--- config.mk ---
export PLATFORM = sky130hd
export DESIGN_NAME = priority_schedule_wait_times
export DESIGN_NICKNAME = d
export VERILOG_FILES = /design/src/hw/rtl/psw_pkg.sv /design/src/hw/rtl/psw_queue.sv /design/src/hw/rtl/psw_front.sv /design/src/hw/rtl/psw_div.sv /design/src/hw/rtl/psw_back.sv /design/src/hw/rtl/priority_schedule_wait_times.sv
export SDC_FILE = /design/constraint.sdc
export NUM_CORES = 1
export LEC_CHECK = 0
export ABC_AREA = 1
export BUFFER_PORTS_ARGS = -buffer_cell sky130_fd_sc_hd__buf_2
export CAP_MARGIN = 10
export CORE_ASPECT_RATIO = 0.5
export CORE_MARGIN = 4
export CORE_UTILIZATION = 45
export CTS_CLUSTER_DIAMETER = 150
export DETAILED_ROUTE_END_ITERATION = 6
export SYNTH_ARGS = -nofsm -noshare
export SYNTH_HDL_FRONTEND = slang
export SYNTH_SLANG_ARGS = --single-unit
--- constraint.sdc ---
create_clock -name clock -period 6.4 [get_ports clock]
set_clock_uncertainty 0.15 [all_clocks]
set_input_delay 0.64 -clock clock [delete_from_list [all_inputs] [get_ports clock]]
set_output_delay 0.64 -clock clock [all_outputs]
set_load 0.01 [all_outputs]
--- src/hw/rtl/psw_pkg.sv ---
// ----------------------------------------------------------------------------
// Priority scheduler shared definitions
// Record and queue entry types and fixed field widths used by the front end,
// the queue and the back end of the non-preemptive priority scheduler.
// ----------------------------------------------------------------------------
package psw_pkg;

   // Fixed field widths of one process record.
   localparam int ID_W    = 16;
   localparam int BURST_W = 16;
   localparam int PRIO_W  = 8;

   // Result field widths.
   localparam int TIME_W = 20;
   localparam int AVG_W  = 28;
   localparam int FRAC_W = 8;

   // Packed stream widths.
   localparam int REQ_DATA_W = 40;
   localparam int RSP_DATA_W = 136;

   // Saturation limits of the result fields.
   localparam logic [TIME_W-1:0] TIME_MAX = '1;
   localparam logic [AVG_W-1:0]  AVG_MAX  = '1;

   // Depth of the queue between the front end and the back end.
   localparam int QUEUE_DEPTH = 4;

   // Default number of records held per set.
   localparam int MAX_PROCS_DEF = 16;

   // One process record as it is stored.
   typedef struct packed {
      logic [ID_W-1:0]    proc_id;
      logic [BURST_W-1:0] burst_time;
      logic [PRIO_W-1:0]  prio_level;
   } rec_type;

   // One classified transaction passed from the front end to the back end.
   typedef struct packed {
      rec_type rec;
      logic    store;   // Record fits in the store and is kept.
      logic    last;    // Record closes the set.
      logic    ovf;     // Some record of this set has been dropped so far.
   } qent_type;

endpackage

--- src/hw/rtl/psw_queue.sv ---
// ----------------------------------------------------------------------------
// Classified record queue
// Short first-in first-out queue that decouples the loading front end from
// the sorting and output back end.
// ----------------------------------------------------------------------------
module psw_queue
   import psw_pkg::*;
(
   input  logic     clock,
   input  logic     reset,
   input  logic     push,
   input  qent_type push_data,
   output logic     full,
   input  logic     pop,
   output logic     not_empty,
   output qent_type head
);

   localparam int PTR_W = $clog2(QUEUE_DEPTH);
   localparam int CNT_W = $clog2(QUEUE_DEPTH + 1);

   qent_type             slot_ff [QUEUE_DEPTH];
   logic [PTR_W-1:0]     wr_ptr_ff, wr_ptr_in;
   logic [PTR_W-1:0]     rd_ptr_ff, rd_ptr_in;
   logic [CNT_W-1:0]     fill_ff, fill_in;
   logic                 do_push, do_pop;

   assign full      = (fill_ff == CNT_W'(QUEUE_DEPTH));
   assign not_empty = (fill_ff != '0);
   assign head      = slot_ff[rd_ptr_ff];
   assign do_push   = push && !full;
   assign do_pop    = pop && not_empty;

   // Pointer and fill level update.
   always_comb begin
      wr_ptr_in = wr_ptr_ff;
      rd_ptr_in = rd_ptr_ff;
      fill_in   = fill_ff;
      if (do_push) begin
         wr_ptr_in = wr_ptr_ff + 1'b1;
      end
      if (do_pop) begin
         rd_ptr_in = rd_ptr_ff + 1'b1;
      end
      if (do_push && !do_pop) begin
         fill_in = fill_ff + 1'b1;
      end else if (!do_push && do_pop) begin
         fill_in = fill_ff - 1'b1;
      end
   end

   always_ff @(posedge clock) begin
      if (reset) begin
         wr_ptr_ff <= '0;
         rd_ptr_ff <= '0;
         fill_ff   <= '0;
      end else begin
         wr_ptr_ff <= wr_ptr_in;
         rd_ptr_ff <= rd_ptr_in;
         fill_ff   <= fill_in;
      end
   end

   // Entry storage needs no reset.
   always_ff @(posedge clock) begin
      if (do_push) begin
         slot_ff[wr_ptr_ff] <= push_data;
      end
   end

endmodule

--- src/hw/rtl/psw_front.sv ---
// ----------------------------------------------------------------------------
// Record loader front end
// Accepts process records, tracks how many records of the current set fit
// in the store and marks dropped records, then hands each transaction to
// the queue.
// ----------------------------------------------------------------------------
module psw_front
   import psw_pkg::*;
#(
   parameter int MAX_PROCS = MAX_PROCS_DEF
) (
   input  logic                  clock,
   input  logic                  reset,
   input  logic                  req_tvalid,
   output logic                  req_tready,
   input  logic [REQ_DATA_W-1:0] req_tdata,  // proc_id, burst_time, prio_level
   input  logic                  req_tlast,  // last_item
   input  logic                  q_full,
   output logic                  q_push,
   output qent_type              q_data
);

   localparam int CNT_W = $clog2(MAX_PROCS + 1);

   logic [CNT_W-1:0] count_ff, count_in;
   logic             ovf_ff, ovf_in;
   logic             fits;

   assign req_tready = !q_full;
   assign q_push     = req_tvalid && !q_full;
   assign fits       = (count_ff < CNT_W'(MAX_PROCS));

   // Classify the transaction from the running count of the set.
   always_comb begin
      q_data.rec.proc_id    = req_tdata[15:0];
      q_data.rec.burst_time = req_tdata[31:16];
      q_data.rec.prio_level = req_tdata[39:32];
      q_data.store          = fits;
      q_data.last           = req_tlast;
      q_data.ovf            = ovf_ff || !fits;
   end

   // The count and the drop flag restart after the closing record.
   always_comb begin
      count_in = count_ff;
      ovf_in   = ovf_ff;
      if (q_push) begin
         if (req_tlast) begin
            count_in = '0;
            ovf_in   = 1'b0;
         end else begin
            count_in = count_ff + CNT_W'(fits);
            ovf_in   = ovf_ff || !fits;
         end
      end
   end

   always_ff @(posedge clock) begin
      if (reset) begin
         count_ff <= '0;
         ovf_ff   <= 1'b0;
      end else begin
         count_ff <= count_in;
         ovf_ff   <= ovf_in;
      end
   end

endmodule

--- src/hw/rtl/psw_div.sv ---
// ----------------------------------------------------------------------------
// Radix-2 restoring divider
// Unsigned division that produces one quotient bit per cycle; used for the
// averages of waiting and turnaround time.
// ----------------------------------------------------------------------------
module psw_div
   import psw_pkg::*;
#(
   parameter int NUM_W = 34,
   parameter int DEN_W = 5
) (
   input  logic             clock,
   input  logic             reset,
   input  logic             start,
   input  logic [NUM_W-1:0] num,
   input  logic [DEN_W-1:0] den,
   output logic             busy,
   output logic             done,
   output logic [NUM_W-1:0] quot
);

   localparam int BIT_W = $clog2(NUM_W + 1);

   logic [NUM_W-1:0] quot_ff, quot_in;
   logic [DEN_W-1:0] rem_ff, rem_in;
   logic [DEN_W-1:0] den_ff, den_in;
   logic [BIT_W-1:0] bits_ff, bits_in;
   logic             busy_ff, busy_in;
   logic             done_ff, done_in;
   logic [DEN_W:0]   shifted;
   logic [DEN_W:0]   diff;

   assign busy = busy_ff;
   assign done = done_ff;
   assign quot = quot_ff;

   assign shifted = {rem_ff, quot_ff[NUM_W-1]};
   assign diff    = shifted - {1'b0, den_ff};

   // One trial subtraction per cycle; the quotient shifts in from the right.
   always_comb begin
      quot_in = quot_ff;
      rem_in  = rem_ff;
      den_in  = den_ff;
      bits_in = bits_ff;
      busy_in = busy_ff;
      done_in = 1'b0;
      if (start) begin
         quot_in = num;
         rem_in  = '0;
         den_in  = den;
         bits_in = BIT_W'(NUM_W);
         busy_in = 1'b1;
      end else if (busy_ff) begin
         if (!diff[DEN_W]) begin
            rem_in  = diff[DEN_W-1:0];
            quot_in = {quot_ff[NUM_W-2:0], 1'b1};
         end else begin
            rem_in  = shifted[DEN_W-1:0];
            quot_in = {quot_ff[NUM_W-2:0], 1'b0};
         end
         bits_in = bits_ff - 1'b1;
         if (bits_ff == BIT_W'(1)) begin
            busy_in = 1'b0;
            done_in = 1'b1;
         end
      end
   end

   always_ff @(posedge clock) begin
      if (reset) begin
         busy_ff <= 1'b0;
         done_ff <= 1'b0;
         bits_ff <= '0;
      end else begin
         busy_ff <= busy_in;
         done_ff <= done_in;
         bits_ff <= bits_in;
      end
   end

   always_ff @(posedge clock) begin
      quot_ff <= quot_in;
      rem_ff  <= rem_in;
      den_ff  <= den_in;
   end

endmodule

--- src/hw/rtl/psw_back.sv ---
// ----------------------------------------------------------------------------
// Scheduler back end
// Stores the records of a set, orders them by ascending priority with an
// exchange sort over a record memory with one write and one read port, sums
// waiting and turnaround times, has the averages divided and emits one
// result per record in schedule order.
// ----------------------------------------------------------------------------
module psw_back
   import psw_pkg::*;
#(
   parameter int MAX_PROCS = MAX_PROCS_DEF
) (
   input  logic                          clock,
   input  logic                          reset,
   input  logic                          q_valid,
   input  qent_type                      q_head,
   output logic                          q_pop,
   output logic                          div_start,
   output logic [BURST_W+2*$clog2(MAX_PROCS+1)+FRAC_W-1:0] div_num,
   output logic [$clog2(MAX_PROCS+1)-1:0] div_den,
   input  logic                          div_done,
   input  logic [BURST_W+2*$clog2(MAX_PROCS+1)+FRAC_W-1:0] div_quot,
   output logic                          rsp_tvalid,
   input  logic                          rsp_tready,
   // out_proc_id, out_burst, out_prio, wait_time, turnaround,
   // avg_wait_q8, avg_turn_q8
   output logic [RSP_DATA_W-1:0]         rsp_tdata,
   output logic                          rsp_tuser,  // overflowed
   output logic                          rsp_tlast   // last_result
);

   localparam int CNT_W   = $clog2(MAX_PROCS + 1);
   localparam int IDX_W   = $clog2(MAX_PROCS);
   localparam int RUN_W   = BURST_W + CNT_W;
   localparam int SUM_W   = RUN_W + CNT_W;
   localparam int NUM_W   = SUM_W + FRAC_W;
   localparam int TCMP_W  = (RUN_W > TIME_W) ? RUN_W : TIME_W;
   localparam int ACMP_W  = (NUM_W > AVG_W) ? NUM_W : AVG_W;

   // Sequencer states.
   localparam logic [3:0] ST_LOAD      = 4'd0;
   localparam logic [3:0] ST_SORT_RD   = 4'd1;
   localparam logic [3:0] ST_SORT_LD   = 4'd2;
   localparam logic [3:0] ST_SCAN_RD   = 4'd3;
   localparam logic [3:0] ST_SCAN_CMP  = 4'd4;
   localparam logic [3:0] ST_SORT_WB   = 4'd5;
   localparam logic [3:0] ST_SUM_RD    = 4'd6;
   localparam logic [3:0] ST_SUM_ACC   = 4'd7;
   localparam logic [3:0] ST_DIVW_GO   = 4'd8;
   localparam logic [3:0] ST_DIVW_WAIT = 4'd9;
   localparam logic [3:0] ST_DIVT_GO   = 4'd10;
   localparam logic [3:0] ST_DIVT_WAIT = 4'd11;
   localparam logic [3:0] ST_OUT_RD    = 4'd12;
   localparam logic [3:0] ST_OUT_LD    = 4'd13;
   localparam logic [3:0] ST_OUT_HOLD  = 4'd14;

   logic [3:0]        state_ff, state_in;
   logic [CNT_W-1:0]  cnt_ff, cnt_in;
   logic              ovf_ff, ovf_in;
   logic [IDX_W-1:0]  i_ff, i_in;
   logic [IDX_W-1:0]  j_ff, j_in;
   rec_type           cur_ff, cur_in;
   logic [RUN_W-1:0]  run_ff, run_in;
   logic [SUM_W-1:0]  sum_w_ff, sum_w_in;
   logic [SUM_W-1:0]  sum_t_ff, sum_t_in;
   logic [AVG_W-1:0]  avg_w_ff, avg_w_in;
   logic [AVG_W-1:0]  avg_t_ff, avg_t_in;

   // Result register.
   logic              rsp_valid_ff, rsp_valid_in;
   rec_type           out_rec_ff, out_rec_in;
   logic [TIME_W-1:0] out_wait_ff, out_wait_in;
   logic [TIME_W-1:0] out_turn_ff, out_turn_in;
   logic              out_last_ff, out_last_in;

   // Record memory with one write and one registered read port.
   rec_type           mem [MAX_PROCS];
   rec_type           rd_data_ff;
   logic [IDX_W-1:0]  rd_addr;
   logic              mem_we;
   logic [IDX_W-1:0]  mem_wa;
   rec_type           mem_wd;

   logic              i_is_end;
   logic              j_is_end;
   logic [RUN_W-1:0]  run_next;
   logic [TCMP_W-1:0] run_cmp;
   logic [TCMP_W-1:0] turn_cmp;
   logic [ACMP_W-1:0] quot_cmp;
   logic [AVG_W-1:0]  quot_sat;

   assign i_is_end = (CNT_W'(i_ff) + 1'b1 == cnt_ff);
   assign j_is_end = (CNT_W'(j_ff) + 1'b1 == cnt_ff);
   assign run_next = run_ff + RUN_W'(rd_data_ff.burst_time);

   // Saturation of times and averages to their field widths.
   assign run_cmp  = TCMP_W'(run_ff);
   assign turn_cmp = TCMP_W'(run_next);
   assign quot_cmp = ACMP_W'(div_quot);
   assign quot_sat = (quot_cmp > ACMP_W'(AVG_MAX)) ? AVG_MAX : quot_cmp[AVG_W-1:0];

   assign div_num = {sum_w_ff, {FRAC_W{1'b0}}};
   assign div_den = cnt_ff;

   always_ff @(posedge clock) begin
      if (mem_we) begin
         mem[mem_wa] <= mem_wd;
      end
      rd_data_ff <= mem[rd_addr];
   end

   // Sequencer: load, sort, sum, divide and output.
   always_comb begin
      state_in     = state_ff;
      cnt_in       = cnt_ff;
      ovf_in       = ovf_ff;
      i_in         = i_ff;
      j_in         = j_ff;
      cur_in       = cur_ff;
      run_in       = run_ff;
      sum_w_in     = sum_w_ff;
      sum_t_in     = sum_t_ff;
      avg_w_in     = avg_w_ff;
      avg_t_in     = avg_t_ff;
      rsp_valid_in = rsp_valid_ff;
      out_rec_in   = out_rec_ff;
      out_wait_in  = out_wait_ff;
      out_turn_in  = out_turn_ff;
      out_last_in  = out_last_ff;
      rd_addr      = i_ff;
      mem_we       = 1'b0;
      mem_wa       = i_ff;
      mem_wd       = cur_ff;
      q_pop        = 1'b0;
      div_start    = 1'b0;
      unique case (state_ff)
         ST_LOAD: begin
            q_pop = q_valid;
            if (q_valid) begin
               mem_we = q_head.store;
               mem_wa = cnt_ff[IDX_W-1:0];
               mem_wd = q_head.rec;
               cnt_in = cnt_ff + CNT_W'(q_head.store);
               if (q_head.last) begin
                  ovf_in   = q_head.ovf;
                  i_in     = '0;
                  state_in = ST_SORT_RD;
               end
            end
         end
         ST_SORT_RD: begin
            rd_addr  = i_ff;
            state_in = ST_SORT_LD;
         end
         ST_SORT_LD: begin
            cur_in = rd_data_ff;
            j_in   = i_ff + 1'b1;
            if (i_is_end) begin
               state_in = ST_SORT_WB;
            end else begin
               state_in = ST_SCAN_RD;
            end
         end
         ST_SCAN_RD: begin
            rd_addr  = j_ff;
            state_in = ST_SCAN_CMP;
         end
         ST_SCAN_CMP: begin
            // Exchange when the held record has the larger priority value.
            if (cur_ff.prio_level > rd_data_ff.prio_level) begin
               mem_we = 1'b1;
               mem_wa = j_ff;
               mem_wd = cur_ff;
               cur_in = rd_data_ff;
            end
            j_in = j_ff + 1'b1;
            if (j_is_end) begin
               state_in = ST_SORT_WB;
            end else begin
               state_in = ST_SCAN_RD;
            end
         end
         ST_SORT_WB: begin
            mem_we = 1'b1;
            mem_wa = i_ff;
            mem_wd = cur_ff;
            if (i_is_end) begin
               i_in     = '0;
               run_in   = '0;
               sum_w_in = '0;
               sum_t_in = '0;
               state_in = ST_SUM_RD;
            end else begin
               i_in     = i_ff + 1'b1;
               state_in = ST_SORT_RD;
            end
         end
         ST_SUM_RD: begin
            rd_addr  = i_ff;
            state_in = ST_SUM_ACC;
         end
         ST_SUM_ACC: begin
            sum_w_in = sum_w_ff + SUM_W'(run_ff);
            sum_t_in = sum_t_ff + SUM_W'(run_next);
            run_in   = run_next;
            if (i_is_end) begin
               state_in = ST_DIVW_GO;
            end else begin
               i_in     = i_ff + 1'b1;
               state_in = ST_SUM_RD;
            end
         end
         ST_DIVW_GO: begin
            div_start = 1'b1;
            state_in  = ST_DIVW_WAIT;
         end
         ST_DIVW_WAIT: begin
            if (div_done) begin
               avg_w_in = quot_sat;
               // The turnaround sum takes the place of the waiting sum.
               sum_w_in = sum_t_ff;
               state_in = ST_DIVT_GO;
            end
         end
         ST_DIVT_GO: begin
            div_start = 1'b1;
            state_in  = ST_DIVT_WAIT;
         end
         ST_DIVT_WAIT: begin
            if (div_done) begin
               avg_t_in = quot_sat;
               i_in     = '0;
               run_in   = '0;
               state_in = ST_OUT_RD;
            end
         end
         ST_OUT_RD: begin
            rd_addr  = i_ff;
            state_in = ST_OUT_LD;
         end
         ST_OUT_LD: begin
            out_rec_in   = rd_data_ff;
            out_wait_in  = (run_cmp > TCMP_W'(TIME_MAX)) ? TIME_MAX
                                                         : run_cmp[TIME_W-1:0];
            out_turn_in  = (turn_cmp > TCMP_W'(TIME_MAX)) ? TIME_MAX
                                                          : turn_cmp[TIME_W-1:0];
            out_last_in  = i_is_end;
            run_in       = run_next;
            rsp_valid_in = 1'b1;
            state_in     = ST_OUT_HOLD;
         end
         ST_OUT_HOLD: begin
            if (rsp_tready) begin
               rsp_valid_in = 1'b0;
               if (out_last_ff) begin
                  cnt_in   = '0;
                  ovf_in   = 1'b0;
                  state_in = ST_LOAD;
               end else begin
                  i_in     = i_ff + 1'b1;
                  state_in = ST_OUT_RD;
               end
            end
         end
         default: begin
            state_in = ST_LOAD;
         end
      endcase
   end

   always_ff @(posedge clock) begin
      if (reset) begin
         state_ff     <= ST_LOAD;
         cnt_ff       <= '0;
         ovf_ff       <= 1'b0;
         rsp_valid_ff <= 1'b0;
      end else begin
         state_ff     <= state_in;
         cnt_ff       <= cnt_in;
         ovf_ff       <= ovf_in;
         rsp_valid_ff <= rsp_valid_in;
      end
   end

   always_ff @(posedge clock) begin
      i_ff        <= i_in;
      j_ff        <= j_in;
      cur_ff      <= cur_in;
      run_ff      <= run_in;
      sum_w_ff    <= sum_w_in;
      sum_t_ff    <= sum_t_in;
      avg_w_ff    <= avg_w_in;
      avg_t_ff    <= avg_t_in;
      out_rec_ff  <= out_rec_in;
      out_wait_ff <= out_wait_in;
      out_turn_ff <= out_turn_in;
      out_last_ff <= out_last_in;
   end

   // Result transaction fields, first field in the lowest bits.
   assign rsp_tvalid = rsp_valid_ff;
   assign rsp_tdata  = {avg_t_ff, avg_w_ff, out_turn_ff, out_wait_ff,
                        out_rec_ff.prio_level, out_rec_ff.burst_time,
                        out_rec_ff.proc_id};
   assign rsp_tuser  = ovf_ff;
   assign rsp_tlast  = out_last_ff;

endmodule

--- src/hw/rtl/priority_schedule_wait_times.sv ---
// ----------------------------------------------------------------------------
// Non-preemptive priority scheduler
// Loads a set of process records, orders it by ascending priority and
// reports waiting time, turnaround and their averages for each process.
// ----------------------------------------------------------------------------
//
//   Channel   Direction  Ports                          Content
//   req       in         req_tvalid/tready/tdata/tlast  process record
//   rsp       out        rsp_tvalid/tready/tdata/tuser  scheduled result
//                        rsp_tlast
//
// A record is taken while the queue ahead of the back end has room; the back
// end stores one record per cycle while it is in its load state. After the
// closing record come the exchange sort over the record memory with its one
// write and one read port, the sum pass and the two averages in the
// bit-serial divider. Each result is read, registered and held until the
// result side takes it. Reset is synchronous and clears only control state.
// While a set is sorted or emitted the queue still takes up to four records
// and then holds off the request side; a stalled result holds the back end.
// ----------------------------------------------------------------------------
module priority_schedule_wait_times
   import psw_pkg::*;
#(
   parameter int MAX_PROCS = MAX_PROCS_DEF
) (
   input  logic                  clock,
   input  logic                  reset,
   input  logic                  req_tvalid,
   output logic                  req_tready,
   input  logic [REQ_DATA_W-1:0] req_tdata,  // proc_id, burst_time, prio_level
   input  logic                  req_tlast,  // last_item
   output logic                  rsp_tvalid,
   input  logic                  rsp_tready,
   // out_proc_id, out_burst, out_prio, wait_time, turnaround,
   // avg_wait_q8, avg_turn_q8
   output logic [RSP_DATA_W-1:0] rsp_tdata,
   output logic                  rsp_tuser,  // overflowed
   output logic                  rsp_tlast   // last_result
);

   localparam int CNT_W = $clog2(MAX_PROCS + 1);
   localparam int RUN_W = BURST_W + CNT_W;
   localparam int SUM_W = RUN_W + CNT_W;
   localparam int NUM_W = SUM_W + FRAC_W;

   logic             q_push;
   logic             q_full;
   qent_type         q_in;
   logic             q_pop;
   logic             q_valid;
   qent_type         q_head;
   logic             div_start;
   logic             div_busy;
   logic             div_done;
   logic [NUM_W-1:0] div_num;
   logic [CNT_W-1:0] div_den;
   logic [NUM_W-1:0] div_quot;

   // Front end: accepts and classifies records.
   psw_front #(
      .MAX_PROCS(MAX_PROCS)
   ) u_front (
      .clock      (clock),
      .reset      (reset),
      .req_tvalid (req_tvalid),
      .req_tready (req_tready),
      .req_tdata  (req_tdata),
      .req_tlast  (req_tlast),
      .q_full     (q_full),
      .q_push     (q_push),
      .q_data     (q_in)
   );

   // Queue between the two halves.
   psw_queue u_queue (
      .clock     (clock),
      .reset     (reset),
      .push      (q_push),
      .push_data (q_in),
      .full      (q_full),
      .pop       (q_pop),
      .not_empty (q_valid),
      .head      (q_head)
   );

   // Divider shared by both averages.
   psw_div #(
      .NUM_W(NUM_W),
      .DEN_W(CNT_W)
   ) u_div (
      .clock (clock),
      .reset (reset),
      .start (div_start),
      .num   (div_num),
      .den   (div_den),
      .busy  (div_busy),
      .done  (div_done),
      .quot  (div_quot)
   );

   // Back end: store, sort, sum and emit.
   psw_back #(
      .MAX_PROCS(MAX_PROCS)
   ) u_back (
      .clock      (clock),
      .reset      (reset),
      .q_valid    (q_valid),
      .q_head     (q_head),
      .q_pop      (q_pop),
      .div_start  (div_start),
      .div_num    (div_num),
      .div_den    (div_den),
      .div_done   (div_done),
      .div_quot   (div_quot),
      .rsp_tvalid (rsp_tvalid),
      .rsp_tready (rsp_tready),
      .rsp_tdata  (rsp_tdata),
      .rsp_tuser  (rsp_tuser),
      .rsp_tlast  (rsp_tlast)
   );

`ifndef SYNTHESIS
   // The front end never offers a transaction to a full queue.
   ap_queue_room: assert property (@(posedge clock) disable iff (reset)
      q_push |-> !q_full)
      else $error("record pushed into a full queue");

   // A division is started only when the divider is free.
   ap_div_free: assert property (@(posedge clock) disable iff (reset)
      div_start |-> !div_busy)
      else $error("divider restarted while busy");

   // The divider is no longer busy when it reports completion.
   ap_div_done: assert property (@(posedge clock) disable iff (reset)
      div_done |-> !div_busy)
      else $error("divider done while still busy");

   // No result is offered right after reset.
   ap_rsp_reset: assert property (@(posedge clock)
      reset |=> !rsp_tvalid)
      else $error("result valid after reset");
`endif

endmodule

==> qor.csv, run 1 <==
metric,value,unit
worstRegToRegCells,22,
drv_cap,0,
clk_latency,730,ps
clock-sinks,1188,
start_kind,flip-flop,
dp.cells,5589,
hold_viol,0,
layout-drive-gt1-share,11.8,%
grt_use_met2,34.3,%
met3_usage,4.38,%
slew_viol_final,0,
synth_seq_cells,1188,
ant_nets,0,
timing.fmax,225,MHz
io_pins,185,
fin_crit_sh,69.4,%
routed_via_density,5.63,
r2r_slack,1960,ps
first_pass_iters,5,
met1_usage,33.8,%
syn_inst,4097,
grt_use_total,22.8,%
synth_cell_types,53,
synthToLayoutAreaGrowth,13.7,%
drt_wl_total,135000,um
min-delay-path-class,primary input to flip-flop,
status,completed,
syn_avg_cell_area,12.1,um^2
place_congestion,0.905,
dr.first_iter.drc_count,3368,
setup_viol,0,
num-fill-cells,9214,
grt_setup_unrepaired,false,
grt_max_degree,214,
post_cts_buffers,0,
cts_tree,yes,
relSlewSlack,21.6,%
grt.overflow.total,0,
crit_path_end_kind,flip-flop,
setup-tns-final,0,ps
clkTransAtPathRegs,70,ps
powerDensity,484,nW/um^2
wl_per_cell,23.1,um
hpwl,83700,um
p_leak,20.0,nW
fin_crit,4440,ps
critPathLaunch,u_back.rd_data_ff[8],
cp.arrival,4760,ps
syn_area,49700,um^2
cts_inserted_buffers,107,
vias,32900,
portBuffers,184,
clk_path_buf_depth,3,
final_nets,4438,
antenna_found_initial,9,
die_y,243,um
core-area,108000,um^2
yosys_warnings,0,
die_area,116000,um^2
cts_root_buf,clkbuf_16,
drcViolationCount,0,
synth_nets,4231,
grt_pass1_vias,31300,
worstMarginPinSlew,1180,ps
path_class,flip-flop to flip-flop,
initial_utilization,45.8,%
path_max_fanout,6,
cp.required,6720,ps
htree_levels,3,
grt.busiest_layer,met2,
timing.rr.start,u_back.rd_data_ff[8],
grt_pass1_wl,202000,um
power.total,27.3,mW
fp.dieW,478,um
crit_end,u_back.sum_t_ff[20],
synth-seq-area-share,70.1,%
regToRegEndpoint,u_back.sum_t_ff[20],
rows,85,
vdd_drop_max,0.433,mV
layout.cells.non_filler,5836,
routing by layer:
metal	vias up	routed length, um
met5	-	13
met4	2	3550
met3	201	9790
met2	1156	59900
met1	16300	61400
li1	15200	-
logic make-up (layout without fill, tap and decap cells):
logic type      count (synthesis)  in the layout  synth area share (%)
buf+inv                       520            821                  4.18
fa+ha+maj                      89             89                  2.32
other cells                     0              3                     0
flops                        1188           1188                  70.1
mux                            39             39                 0.885
compound gates               1063           1063                  12.3
simple gates                 1172           1172                  9.74
xor+xnor                       26             26                 0.459
worst max-delay path, cell delays in order, from the launching register on:
cell     delay (ps)
dfxtp_1         390
ha_1            200
inv_1            60
fa_1            400
o21ai_0         400
a21oi_1         200
o21ai_0         300
nand2_1         110
nand2_1          80
xnor2_1         220
inv_1           100
ha_1            390
nand2_1         140
nor2_1          190
inv_1            80
nor3_1          220
nand4_1         130
nand3_1         140
nand2_1          70
nand2_1          70
nand2_1          50
nand2_1          50
nor2_1           40
sequential cells by signal, summed over array words and instances (netlist names), 6 cells and up, named ones only:
name	cells
u_back.avg_t_ff	28
u_back.avg_w_ff	28
u_back.cur_ff	40
u_back.mem	640
u_back.out_turn_ff	20
u_back.out_wait_ff	20
u_back.rd_data_ff	40
u_back.rsp_tdata	40
u_back.run_cmp	21
u_back.sum_t_ff	26
u_back.sum_w_ff	26
u_div.bits_ff	6
u_div.quot	34
u_queue.slot_ff	172
through the flow:
| step | area [um^2] | hold WS, ps | util [%] | setup WS, ps |
|---|---|---|---|---|
| 3_3_place_gp | 52200 | 258 | 48.1 | 2120 |
| 3_5_place_dp | 52200 | 266 | 48.1 | 2040 |
| 5_1_grt | 56400 | 75.0 | 52.0 | 1540 |
| 6_report | 56400 | 116 | 52.0 | 1960 |
| 2_1_floorplan | 49700 | 254 | - | 985 |
| 4_1_cts | 56400 | 62.1 | 52.0 | 1990 |
area by class of cell:
class	instances	area [um^2]	share of cell area (%)
Sequential cell	1188	34800	61.7
Clock buffer	144	3100	5.50
Multi-Input combinational cell	2389	13000	23.0
Antenna cell	3	7.51	0.0133
Timing Repair Buffer	281	1780	3.15
Tap cell	1435	1800	3.18
Inverter	337	1270	2.25
Clock inverter	59	678	1.20
synth_stat cells (all sizes together):
cell type  instances  area, um^2
nor3b              4        30.0
nand2            492        1860
nor2             411        1550
nand3            188         941
nand2b             1        6.26
a31o               1        8.76
dfxtp             87        1740
a311oi             1        8.76
o22ai             46         288
o31ai              1        7.51
a21boi             1        7.51
a22oi              7        52.6
buf               83         432
clkbuf           100         377
or3                1        6.26
clkinv             1        3.75
a21oi            118         591
xor2              17         149
nand3b             4        30.0
a31oi              3        18.8
o21a               6        45.0
xnor2              9        78.8
a22o               4        35.0
a21o               5        37.5
mux2              39         439
and2               1        6.26
o221ai             1        8.76
a221oi             1        8.76
o211ai           138        1040
o21ai            623        3160
a211oi             3        22.5
a32o               2        20.0
o21bai           101         758
or2               17         106
nor4               4        25.0
inv              336        1260
nor3              22         110
ha                84        1050
nand4             27         169
a221o              1        10.0
edfxtp          1101       33100
fa                 5         100
how the worst min path moves through the flow:
stage / start / endpoint / depth (start not counted)
6_report: reset / u_back.rsp_tvalid / 2
2_1_floorplan: u_back.rd_data_ff[24] / u_back.cur_ff[24] / 0
5_1_grt: reset / u_back.rsp_tvalid / 2
3_5_place_dp: u_back.rd_data_ff[29] / u_back.cur_ff[29] / 0
3_3_place_gp: u_back.rd_data_ff[34] / u_back.rsp_tdata[10] / 0
4_1_cts: reset / u_back.rsp_tvalid / 2
repair_timing:
| action | in CTS | in global routing |
|---|---|---|
| hold buffers | 41 | 0 |
| resized for setup | 0 | 0 |
| endpoints found under the hold margin | 164 | 0 |
where the power goes:
group / internal [mW] / switching, mW / total (mW)
Combinational: 2.29 / 6.95 / 9.25
Clock: 3.90 / 2.94 / 6.84
Sequential: 10.8 / 0.439 / 11.2
cells in the final DEF, fill, tap and decap left out, types with 6 or more instances in the layout:
cell           instances
edfxtp_1            1101
o21ai_0              517
nand2_1              487
nor2_1               382
inv_1                331
nand3_1              188
buf_2                184
o211ai_1             138
a21oi_1              118
clkbuf_16            112
o21bai_1             101
o21ai_1              101
dfxtp_1               86
ha_1                  84
buf_4                 54
o22ai_1               46
dlygate4sd3_1         41
mux2_2                39
nand4_1               27
nor2_4                21
nor3_1                21
clkinv_2              19
clkbuf_8              18
xor2_1                17
or2_2                 17
clkinv_1              17
clkbuf_1              14
bufinv_16             12
xnor2_1                9
nor2_2                 8
a22oi_1                7
o21a_1                 6
Power figures use the tool's default switching activity.
==> run 2: changes to the inputs <==
==> constraint.sdc (replaced) <==
create_clock -name clock -period 3.6 [get_ports clock]
set_clock_uncertainty 0.15 [all_clocks]
set_input_delay 0.36 -clock clock [delete_from_list [all_inputs] [get_ports clock]]
set_output_delay 0.36 -clock clock [all_outputs]
set_load 0.01 [all_outputs]
==> qor.csv, run 2 (synthesis results as in run 1) <==
metric,value,unit,change
top_regs,"u_back.mem (640), u_queue.slot_ff (172)",,unchanged
worstRegToRegCells,22,,unchanged
final_cell_mix,"edfxtp_1 (1101), o21ai_0 (500), nand2_1 (475)",,"was edfxtp_1 (1101), o21ai_0 (517), nand2_1 (487)"
timing.rr.start,u_back.run_cmp[0],,was u_back.rd_data_ff[8]
grt_pass1_wl,201000,um,was 202000 um
swShare,37.3,%,was 37.9%
multiInputGateArea,13600,um^2,was 13000 um^2
clk_latency,720,ps,was 730 ps
drcViolationCount,0,,unchanged
power.total,50.0,mW,was 27.3 mW
status,completed,,unchanged
fin_crit_sh,97.9,%,was 69.4%
seq_power_share,39.8,%,was 41.0%
layout-drive-gt1-share,17.0,%,was 11.8%
hpwl,84700,um,was 83700 um
grt_pass1_vias,32200,,was 31300
cts_inserted_buffers,106,,was 107
switchingPower,18.6,mW,was 10.3 mW
comb_power_share,37.6,%,was 33.9%
wl_per_cell,22.2,um,was 23.1 um
path_class,flip-flop to flip-flop,,unchanged
antenna_found_initial,3,,was 9
drv_cap,0,,unchanged
largest_reg_flops,640,,unchanged
grt.busiest_layer,met2,,unchanged
clock-sinks,1188,,unchanged
final_nets,4617,,was 4438
first_pass_iters,6,,was 5
regArea,34800,um^2,about the same
start_kind,flip-flop,,unchanged
grt_use_met2,35.9,%,was 34.3%
dr.first_iter.drc_count,3084,,was 3368
met1_usage,32.7,%,was 33.8%
vias,33200,,was 32900
timing.fmax,284,MHz,was 225 MHz
place_congestion,0.877,,was 0.905
p_leak,20.9,nW,was 20.0 nW
num-fill-cells,9225,,was 9214
drt_wl_total,133000,um,was 135000 um
rows,85,,unchanged
fin_crit,3530,ps,was 4440 ps
regToRegEndpoint,u_back.sum_t_ff[21],,was u_back.sum_t_ff[20]
grt_setup_unrepaired,true,,was false
crit_end,u_back.sum_t_ff[21],,was u_back.sum_t_ff[20]
powerDensity,854,nW/um^2,was 484 nW/um^2
cpPeakStageDelay,380,ps,was 400 ps
min-delay-path-class,primary input to flip-flop,,unchanged
io_pins,185,,unchanged
htree_levels,3,,unchanged
routed_via_density,5.53,,was 5.63
core-area,108000,um^2,unchanged
setup_viol,0,,unchanged
crit_chain,ha_2 -> inv_2 -> fa_2 -> o21ai_4 -> buf_4 -> nand4_1 -> nand2_2 -> nand2_1 -> nand2_4 -> nand3_2 -> nand2_2 -> inv_1 -> ha_4 -> nand2_1 -> nor2_2 -> inv_2 -> nor2_2 -> nand3_1 -> o211ai_1 -> nand2_1 -> nand2_1 -> nor2_1,,was ha_1 -> inv_1 -> fa_1 -> o21ai_0 -> a21oi_1 -> o21ai_0 -> nand2_1 -> nand2_1 -> xnor2_1 -> inv_1 -> ha_1 -> nand2_1 -> nor2_1 -> inv_1 -> nor3_1 -> nand4_1 -> nand3_1 -> nand2_1 -> nand2_1 -> nand2_1 -> nand2_1 -> nor2_1
die_area,116000,um^2,unchanged
grt_max_degree,77,,was 214
hold-worst-slack,237,ps,was 116 ps
clkTransAtPathRegs,60,ps,was 70 ps
cp.arrival,3820,ps,was 4760 ps
intPower,31.4,mW,was 17.0 mW
relSlewSlack,44.2,%,was 21.6%
initial_utilization,45.8,%,unchanged
finalCoreUtilization,54.0,%,was 52.0%
die_y,243,um,unchanged
portBuffers,184,,unchanged
largest-register,u_back.mem,,unchanged
synthToLayoutAreaGrowth,17.9,%,was 13.7%
clk_path_buf_depth,3,,unchanged
met3_usage,3.97,%,was 4.38%
grt.overflow.total,0,,unchanged
worstMarginPinSlew,828,ps,was 1180 ps
setup-tns-final,0,ps,unchanged
crit_path_end_kind,flip-flop,,unchanged
r2r_slack,70,ps,was 1960 ps
ant_nets,0,,unchanged
cp.required,3900,ps,was 6720 ps
hold_viol,0,,unchanged
cpMaxStageDelayCell,fa_2,,was fa_1
slew_viol_final,0,,unchanged
p_clk_share,22.6,%,was 25.1%
fp.dieW,478,um,unchanged
final_common_cell,edfxtp_1,,unchanged
crit_path_frequent_cell,nand2_1,,unchanged
cts_tree,yes,,unchanged
critPathLaunch,u_back.run_cmp[0],,was u_back.rd_data_ff[8]
vdd_drop_max,0.621,mV,was 0.433 mV
grt_use_total,22.6,%,was 22.8%
path_max_fanout,5,,was 6
cts_root_buf,clkbuf_16,,unchanged
[run 2: cell types whose count changed in the layout (fill, tap and decap cells not counted), moves of 10 or more]
cell	delta
nand2_1	-12
nor2_2	+15
buf_4	+136
clkbuf_1	+16
ha_1	-22
ha_4	+16
o21ai_1	+10
a21oi_1	-16
o21ai_0	-17
a21oi_2	+15
buf_12	+40
nor2_1	-17
nand2_2	+10
[run 2: area by class of cell]
type | instances | share of cell area, %
Clock inverter | 46 | 0.748
Tap cell | 1435 | 3.07
Timing Repair Buffer | 461 | 6.22
Antenna cell | 4 | 0.0171
Multi-Input combinational cell | 2389 | 23.1
Inverter | 337 | 2.17
Clock buffer | 153 | 5.18
Sequential cell | 1188 | 59.5
[run 2: worst min-delay path by stage]
stage,from,to,slack (ps),cells after the start
after detailed placement,u_back.rd_data_ff[28],u_back.cur_ff[28],270,0
after CTS,req_tdata[7],u_queue.slot_ff[1][34],190,2
final,req_tdata[7],u_queue.slot_ff[3][34],240,2
after floorplan,u_back.rd_data_ff[24],u_back.cur_ff[24],250,0
after global routing,req_tdata[7],u_queue.slot_ff[1][34],210,2
after global placement,u_back.rd_data_ff[28],u_back.cur_ff[28],260,0
[run 2: per-stage QoR]
| step | cell area, um^2 | instances | setup slack (ps) |
|---|---|---|---|
| finish | 58500 | 6013 | 74.9 |
| detailed placement | 54000 | 5757 | -258 |
| CTS | 58000 | 6001 | 0.119 |
| floorplan | 49700 | 4097 | -313 |
| global placement | 54000 | 5757 | -161 |
| global route | 58500 | 6010 | -101 |
[run 2: critical path: cells and delay by family, from the launching register on]
family,cells,cell delay [ps]
AO/OA/AOI/OAI,2,370
adder cells (fa/ha/maj),3,850
buffers and inverters,4,310
flip-flops,1,370
AND/OR/NAND/NOR,13,1220
[run 2: power groups by stage]
stage	clock network, mW	registers (mW)	logic [mW]
5_1_grt	12.1	20.0	20.6
3_3_place_gp	0	20.1	17.6
3_5_place_dp	0	20.1	17.8
6_report	11.3	19.9	18.8
4_1_cts	11.5	19.9	18.0
2_1_floorplan	0	19.8	10.4
[run 2: what timing repair did]
action / 4_1_cts / 5_1_grt
buffers inserted: 0 / 8
pin swaps: 1 / 30
resized for setup: 22 / 116
cloned: 0 / 0
hold buffers: 45 / 0
endpoints found under the setup margin: 14 / 19
endpoints found under the hold margin: 181 / 0
[run 2: routing by layer]
layer	part of all wire, %	wire length [um]	vias to the layer above
li1	-	-	15500
met1	45	60600	16500
met2	46	61600	1015
met3	6.6	8840	187
met4	1.9	2470	0
met5	0	0	-
